File: src/sv/dct8_pkg.sv
// ============================================================================
// dct8_pkg
// Shared constants, coefficient math and control types for the 8-point DCT.
// ============================================================================
package dct8_pkg;

    // Field widths
    localparam int SAMPLE_W = 16;
    localparam int COEF_W   = 21;

    // Default fraction bits of the fixed-point rotation constants
    localparam int COEF_FRAC_BITS = 14;

    // Decimal scale of the constant table below
    localparam logic [63:0] DEC9  = 64'd1000000000;
    localparam logic [63:0] DEC18 = 64'd1000000000000000000;

    // Constant values times 10^18
    localparam logic [63:0] V_C1   = 64'd980785280403230449;
    localparam logic [63:0] V_S1   = 64'd195090322016128268;
    localparam logic [63:0] V_C3   = 64'd831469612302545237;
    localparam logic [63:0] V_S3   = 64'd555570233019602225;
    localparam logic [63:0] V_R2C6 = 64'd541196100146196984;
    localparam logic [63:0] V_R2S6 = 64'd1306562964876376528;
    localparam logic [63:0] V_R2   = 64'd1414213562373095049;

    // Stage enables handed to a rotator: product stage, then sum/round stage
    typedef struct packed {
        logic en_mul;
        logic en_sum;
    } t_rot_ctl;

    // round(x / 10^18 * 2^frac), exact in 64-bit integer math.
    // Elaboration use only.
    function automatic logic [63:0] qconst(input logic [63:0] x, input int unsigned frac);
        logic [63:0] hi;
        logic [63:0] lo;
        logic [63:0] a;
        logic [63:0] t;
        hi = x / DEC9;
        lo = x % DEC9;
        a  = hi << frac;
        t  = (a % DEC9) * DEC9 + (lo << frac) + DEC18 / 2;
        return a / DEC9 + t / DEC18;
    endfunction

endpackage

File: src/sv/dct8_rot.sv
// ============================================================================
// dct8_rot
// Two-stage plane rotator: a = x*c + y*s, b = y*c - x*s, each rounded
// half-up and shifted right by FRAC bits.
// ============================================================================
module dct8_rot #(
    parameter int DW   = 17,
    parameter int OW   = 19,
    parameter int FRAC = dct8_pkg::COEF_FRAC_BITS
) (
    input  logic                       i_clk,
    input  dct8_pkg::t_rot_ctl         i_ctl,
    input  logic signed [DW-1:0]       i_x,
    input  logic signed [DW-1:0]       i_y,
    input  logic signed [FRAC+1:0]     i_c,
    input  logic signed [FRAC+1:0]     i_s,
    output logic signed [OW-1:0]       o_a,
    output logic signed [OW-1:0]       o_b
);

    localparam int CW = FRAC + 2;
    localparam int PW = DW + CW;
    localparam int SW = PW + 2;
    localparam logic signed [SW-1:0] Half = SW'(1) << (FRAC - 1);

    logic signed [PW-1:0] r_xc;
    logic signed [PW-1:0] r_ys;
    logic signed [PW-1:0] r_yc;
    logic signed [PW-1:0] r_xs;
    logic signed [SW-1:0] sum_a;
    logic signed [SW-1:0] sum_b;
    logic signed [OW-1:0] r_a;
    logic signed [OW-1:0] r_b;

    // product stage
    always_ff @(posedge i_clk) begin
        if (i_ctl.en_mul) begin
            r_xc <= PW'(i_x) * PW'(i_c);
            r_ys <= PW'(i_y) * PW'(i_s);
            r_yc <= PW'(i_y) * PW'(i_c);
            r_xs <= PW'(i_x) * PW'(i_s);
        end
    end

    // sum, round half up, drop fraction
    assign sum_a = SW'(r_xc) + SW'(r_ys) + Half;
    assign sum_b = SW'(r_yc) - SW'(r_xs) + Half;

    always_ff @(posedge i_clk) begin
        if (i_ctl.en_sum) begin
            r_a <= OW'(sum_a >>> FRAC);
            r_b <= OW'(sum_b >>> FRAC);
        end
    end

    assign o_a = r_a;
    assign o_b = r_b;

endmodule
File: config.mk
export PLATFORM = sky130hd
export DESIGN_NAME = dct8_rot
export DESIGN_NICKNAME = d
export VERILOG_FILES = /design/src/sv/dct8_pkg.sv /design/src/sv/dct8_rot.sv
export SDC_FILE = /design/constraint.sdc
export NUM_CORES = 2
export LEC_CHECK = 0
export ABC_CLOCK_PERIOD_IN_PS = 6950
export BUFFER_PORTS_ARGS = -buffer_cell sky130_fd_sc_hd__buf_2
export CAP_MARGIN = 10
export CORE_AREA = 4 4 292 294
export CTS_CLUSTER_SIZE = 14
export DETAILED_ROUTE_END_ITERATION = 16
export DIE_AREA = 0 0 296 298
export PLACE_DENSITY = 0.82
export SLEW_MARGIN = 20
export SYNTH_ARGS = -nofsm -noshare
export SYNTH_HDL_FRONTEND = slang
export SYNTH_SLANG_ARGS = --single-unit
export TNS_END_PERCENT = 50
File: constraint.sdc
create_clock -name i_clk -period 6.95 [get_ports i_clk]
set_clock_uncertainty 0.05 [all_clocks]
set_input_delay 0.695 -clock i_clk [delete_from_list [all_inputs] [get_ports i_clk]]
set_output_delay 0.695 -clock i_clk [all_outputs]
set_load 0.01 [all_outputs]
Word level (Yosys, flattened, before mapping)
Index checks and enable logic that the tools add are counted.
Widths: inputs -> output; s select.
{ "totals": {"register_bits": 170, "input_bits": 69, "output_inout_bits": 38, "elab_cells": 14} }
{ "op_classes": {"n_addsub": 4, "multipliers": 4} }
{ "op_table": {"columns": ["operator", "count"], "rows": [
  ["$mul 17x16->33", 4],
  ["$add 33x15->33 const B", 2],
  ["$add 33x33->33", 1],
  ["$sub 33x33->33", 1]
]} }

Longest topological paths before layout
{ "logic_depth": {"depth_word": 2, "ltp_mapped": 25, "mapped_depth_nobuf": 23} }

Least setup slack after synthesis
OpenSTA, ideal clock, no wires.
{ "synth_path": {"kind": "input to register", "from": "input i_c[7]", "to": "register r_xc[29] (data pin)", "setup_ns": 0.138, "t_arrival_ns": 6.421, "required_time_ns": 6.762, "path_slack_ns": 0.341, "path_stages": 24, "path_buffers": 2, "path_cell_list": "clkbuf_1 clkbuf_1 nand2_1 fa_1 inv_1 fa_1 inv_1 fa_1 inv_1 fa_1 fa_1 inv_1 fa_1 inv_1 ha_1 a21oi_1 o21ai_0 or3_1 a21oi_1 o31ai_1 a21oi_1 o21bai_1 or4b_1 nand4_1"} }
{ "synth_via": {"elab_chain_cells": 1} }
{ "synth_lines": {"columns": ["item", "line_no", "rtl"], "rows": [
  ["start: declaration", "dct8_rot.sv:15", "input logic signed [FRAC+1:0] i_c,"],
  ["$mul 17x16->33", "dct8_rot.sv:38", "r_xc <= PW'(i_x) * PW'(i_c);"],
  ["end signal: assignment", "dct8_rot.sv:38", null],
  ["end: declaration", "dct8_rot.sv:26", "logic signed [PW-1:0] r_xc;"]
]} }
No other way between the ends.
A chain may end at the register's enable or synchronous reset.

Worst setup path in the final report
{ "layout_path": {"from": "input i_c[1]", "to": "register r_xc[29] (data pin)"} }
Same word-level chain as after synthesis.

==> impl_metrics.yaml <==
timing:
  finalSetupViolCount: 0
  drv_slew: 0
  worst_pin_slew_ns: 0.9499
  fin_crit_sh_pct: 96.28
  rsz0062_at_grt: "false"
  final.min_clock_period_ns: 6.691
  max_freq_mhz: 149.5
  final-hold-violation-count: 0
  slew_headroom_pct: 36.68
synth:
  synth_cells: 5113
  avgSynthCellArea_sq_um: 9.651
  yosysUniqueCellTypes: 76
  ys_seq_area_share_pct: 10.35
  synth_edf_count: 170
  synth.ff_latch_count: 170
  yosysWarnings: 0
  syn_area_sq_um: 49350
  synth_flop_cell: "edfxtp_1"
  async_flop_share_pct: 0
  synth_nets: 6744
floorplanning:
  core_sq_um: 82890
  rows: 106
  die_y_um: 298
  dieArea_sq_um: 88210
  initial_core_util_pct: 59.53
  die_w_um: 296
  ios: 107
critical_path:
  cp.arrival_ns: 7.01
  critPathCaptureType: "register"
  path_class: "input pin to register"
  cp-start-kind: "input pin"
  path_max_fanout: 21
  cp.required_ns: 7.27
placed_design:
  portBuffers: 106
  gp_congestion: 0.9364
  hpwl_um: 102600
drt:
  ant_nets: 0
  dr_total_vias: 35280
  routedWlPerCell_um: 19.18
  drtPass1Iterations: 12
  viasPerCell: 5.577
  drt_iter0_drc: 2717
  drt_wl_total_um: 121400
  drc_errors: 2
clock_tree:
  post_cts_resized: 0
  cts_buffers: 17
  htree_levels: 4
  cts_max_path_buffers: 2
  cts_sinks: 170
  cts_tree: "built"
  cts_setup_buffers: 0
  cts_hold_buf: 0
  cts_root_buffer: "clkbuf_16"
  clock_latency_ns: 0.51
  cts.clk_slew.worst_paths_ns: 0.07
flow_run:
  max-cap-violations: 0
cells_and_area:
  fin_nets: 6854
  layout_common_cells: "inv_1, fa_1, nand2_1"
  area_delta_synth_final_pct: 6.866
  fill_cells: 6488
  finish.utilization_pct: 63.62
  layout-drive-gt1-share_pct: 6.705
  layout_commonest_cell: "inv_1"
status:
  outcome: "finished with violations"
  violations: "design-rule violations"
global_route:
  overflow: 0
  antenna_found_initial: 20
  grt_start_max_net_pins: 68
  gr-usage-all-layers_pct: 29.19
  grt_pass1_wl_um: 200600
  grt_pass1_vias: 38720
hold_path:
  worstHoldPathType: "input pin to register"
worst paths after layout:
path	start	endpoint	slack [ns]	depth (start not counted)
setup / recovery	i_c[1]	r_xc[29]	0.26	23
hold / removal	i_ctl[0]	o_b[2]	0.59	1
setup reg to reg	r_xc[4]	o_a[12]	3.25	11
hold reg to reg	r_ys[32]	o_a[18]	0.65	2
metrics by stage:
step	worst slack, ns	setup TNS, ns	area [sq um]	hold WS [ns]	cells
2_1_floorplan	0.3411	0	49350	0.5654	5113
3_3_place_gp	-0.05680	-0.09872	52130	0.6588	6283
3_5_place_dp	-0.1801	-0.8030	52130	0.6719	6283
4_1_cts	0.3604	0	52680	0.6668	6314
5_1_grt	0.01394	0	52730	0.5815	6325
6_report	0.2588	0	52730	0.5894	6327
area by class of cell:
cell class	instances	area, sq um	area share, %
Multi-Input combinational cell	3504	38840	73.65
Sequential cell	170	5105	9.680
Inverter	1234	4632	8.784
Timing Repair Buffer	296	2226	4.221
Tap cell	1080	1351	2.562
Clock buffer	19	432.9	0.8209
Clock inverter	12	117.6	0.2230
Antenna cell	12	30.03	0.05694
sequential cells by signal, indices dropped and copies added (netlist names):
register,cells
r_ys,33
r_yc,33
o_a,19
r_xc,33
r_xs,33
o_b,19
cells in the mapped netlist, types with 24 or more instances:
cell         n  area, sq um
o21a_1      30        225.2
inv_1     1232         4624
ha_1       458         5731
edfxtp_1   170         5105
a21o_1      66        495.5
a21oi_1    112        560.5
xor2_1      43        376.6
o21ai_0     58        290.3
nand3_1     24        120.1
nand2_1    549         2061
clkbuf_1   203        762.0
xnor2_1    125         1095
nand2b_1    31        193.9
and2_1     527         3297
nor3_1      28        140.1
fa_1      1104        22100
nor2_1     140        525.5
critical path: stages:
cell and delay, ns:
buf_2 0.46, nand2_1 0.21, inv_1 0.15, fa_1 0.43, inv_1 0.09, fa_1 0.41, fa_1 0.52, inv_1 0.06
fa_1 0.50, fa_1 0.50, inv_1 0.05, fa_1 0.47, inv_1 0.04, ha_1 0.30, a21oi_1 0.19, o21ai_0 0.14
or3_1 0.36, a21oi_1 0.22, o31ai_1 0.16, a21oi_1 0.23, o21bai_1 0.18, or4b_1 0.51, nand4_1 0.10
routing by layer:
layer	up-vias	routed length [um]	global-route usage, %
met5	-	72	0
met4	10	7466	15.94
met3	341	10060	5.009
met2	1521	57790	46.92
met1	17900	45990	37.96
li1	15510	-	-
kinds of logic after synthesis:
logic type	after synthesis	synth area share, %
buffers and inverters	1439	10.95
AOI/OAI and AO/OA	396	5.403
DFF	170	10.35
muxes	4	0.08114
and+or+nand+nor	1374	13.84
xor gates and xnor gates	168	2.982
adders and majority gates	1562	56.40
Power is left out: the tool's default activity adds up to more than one toggle a clock period on the data nets, which glitch-free logic cannot reach.
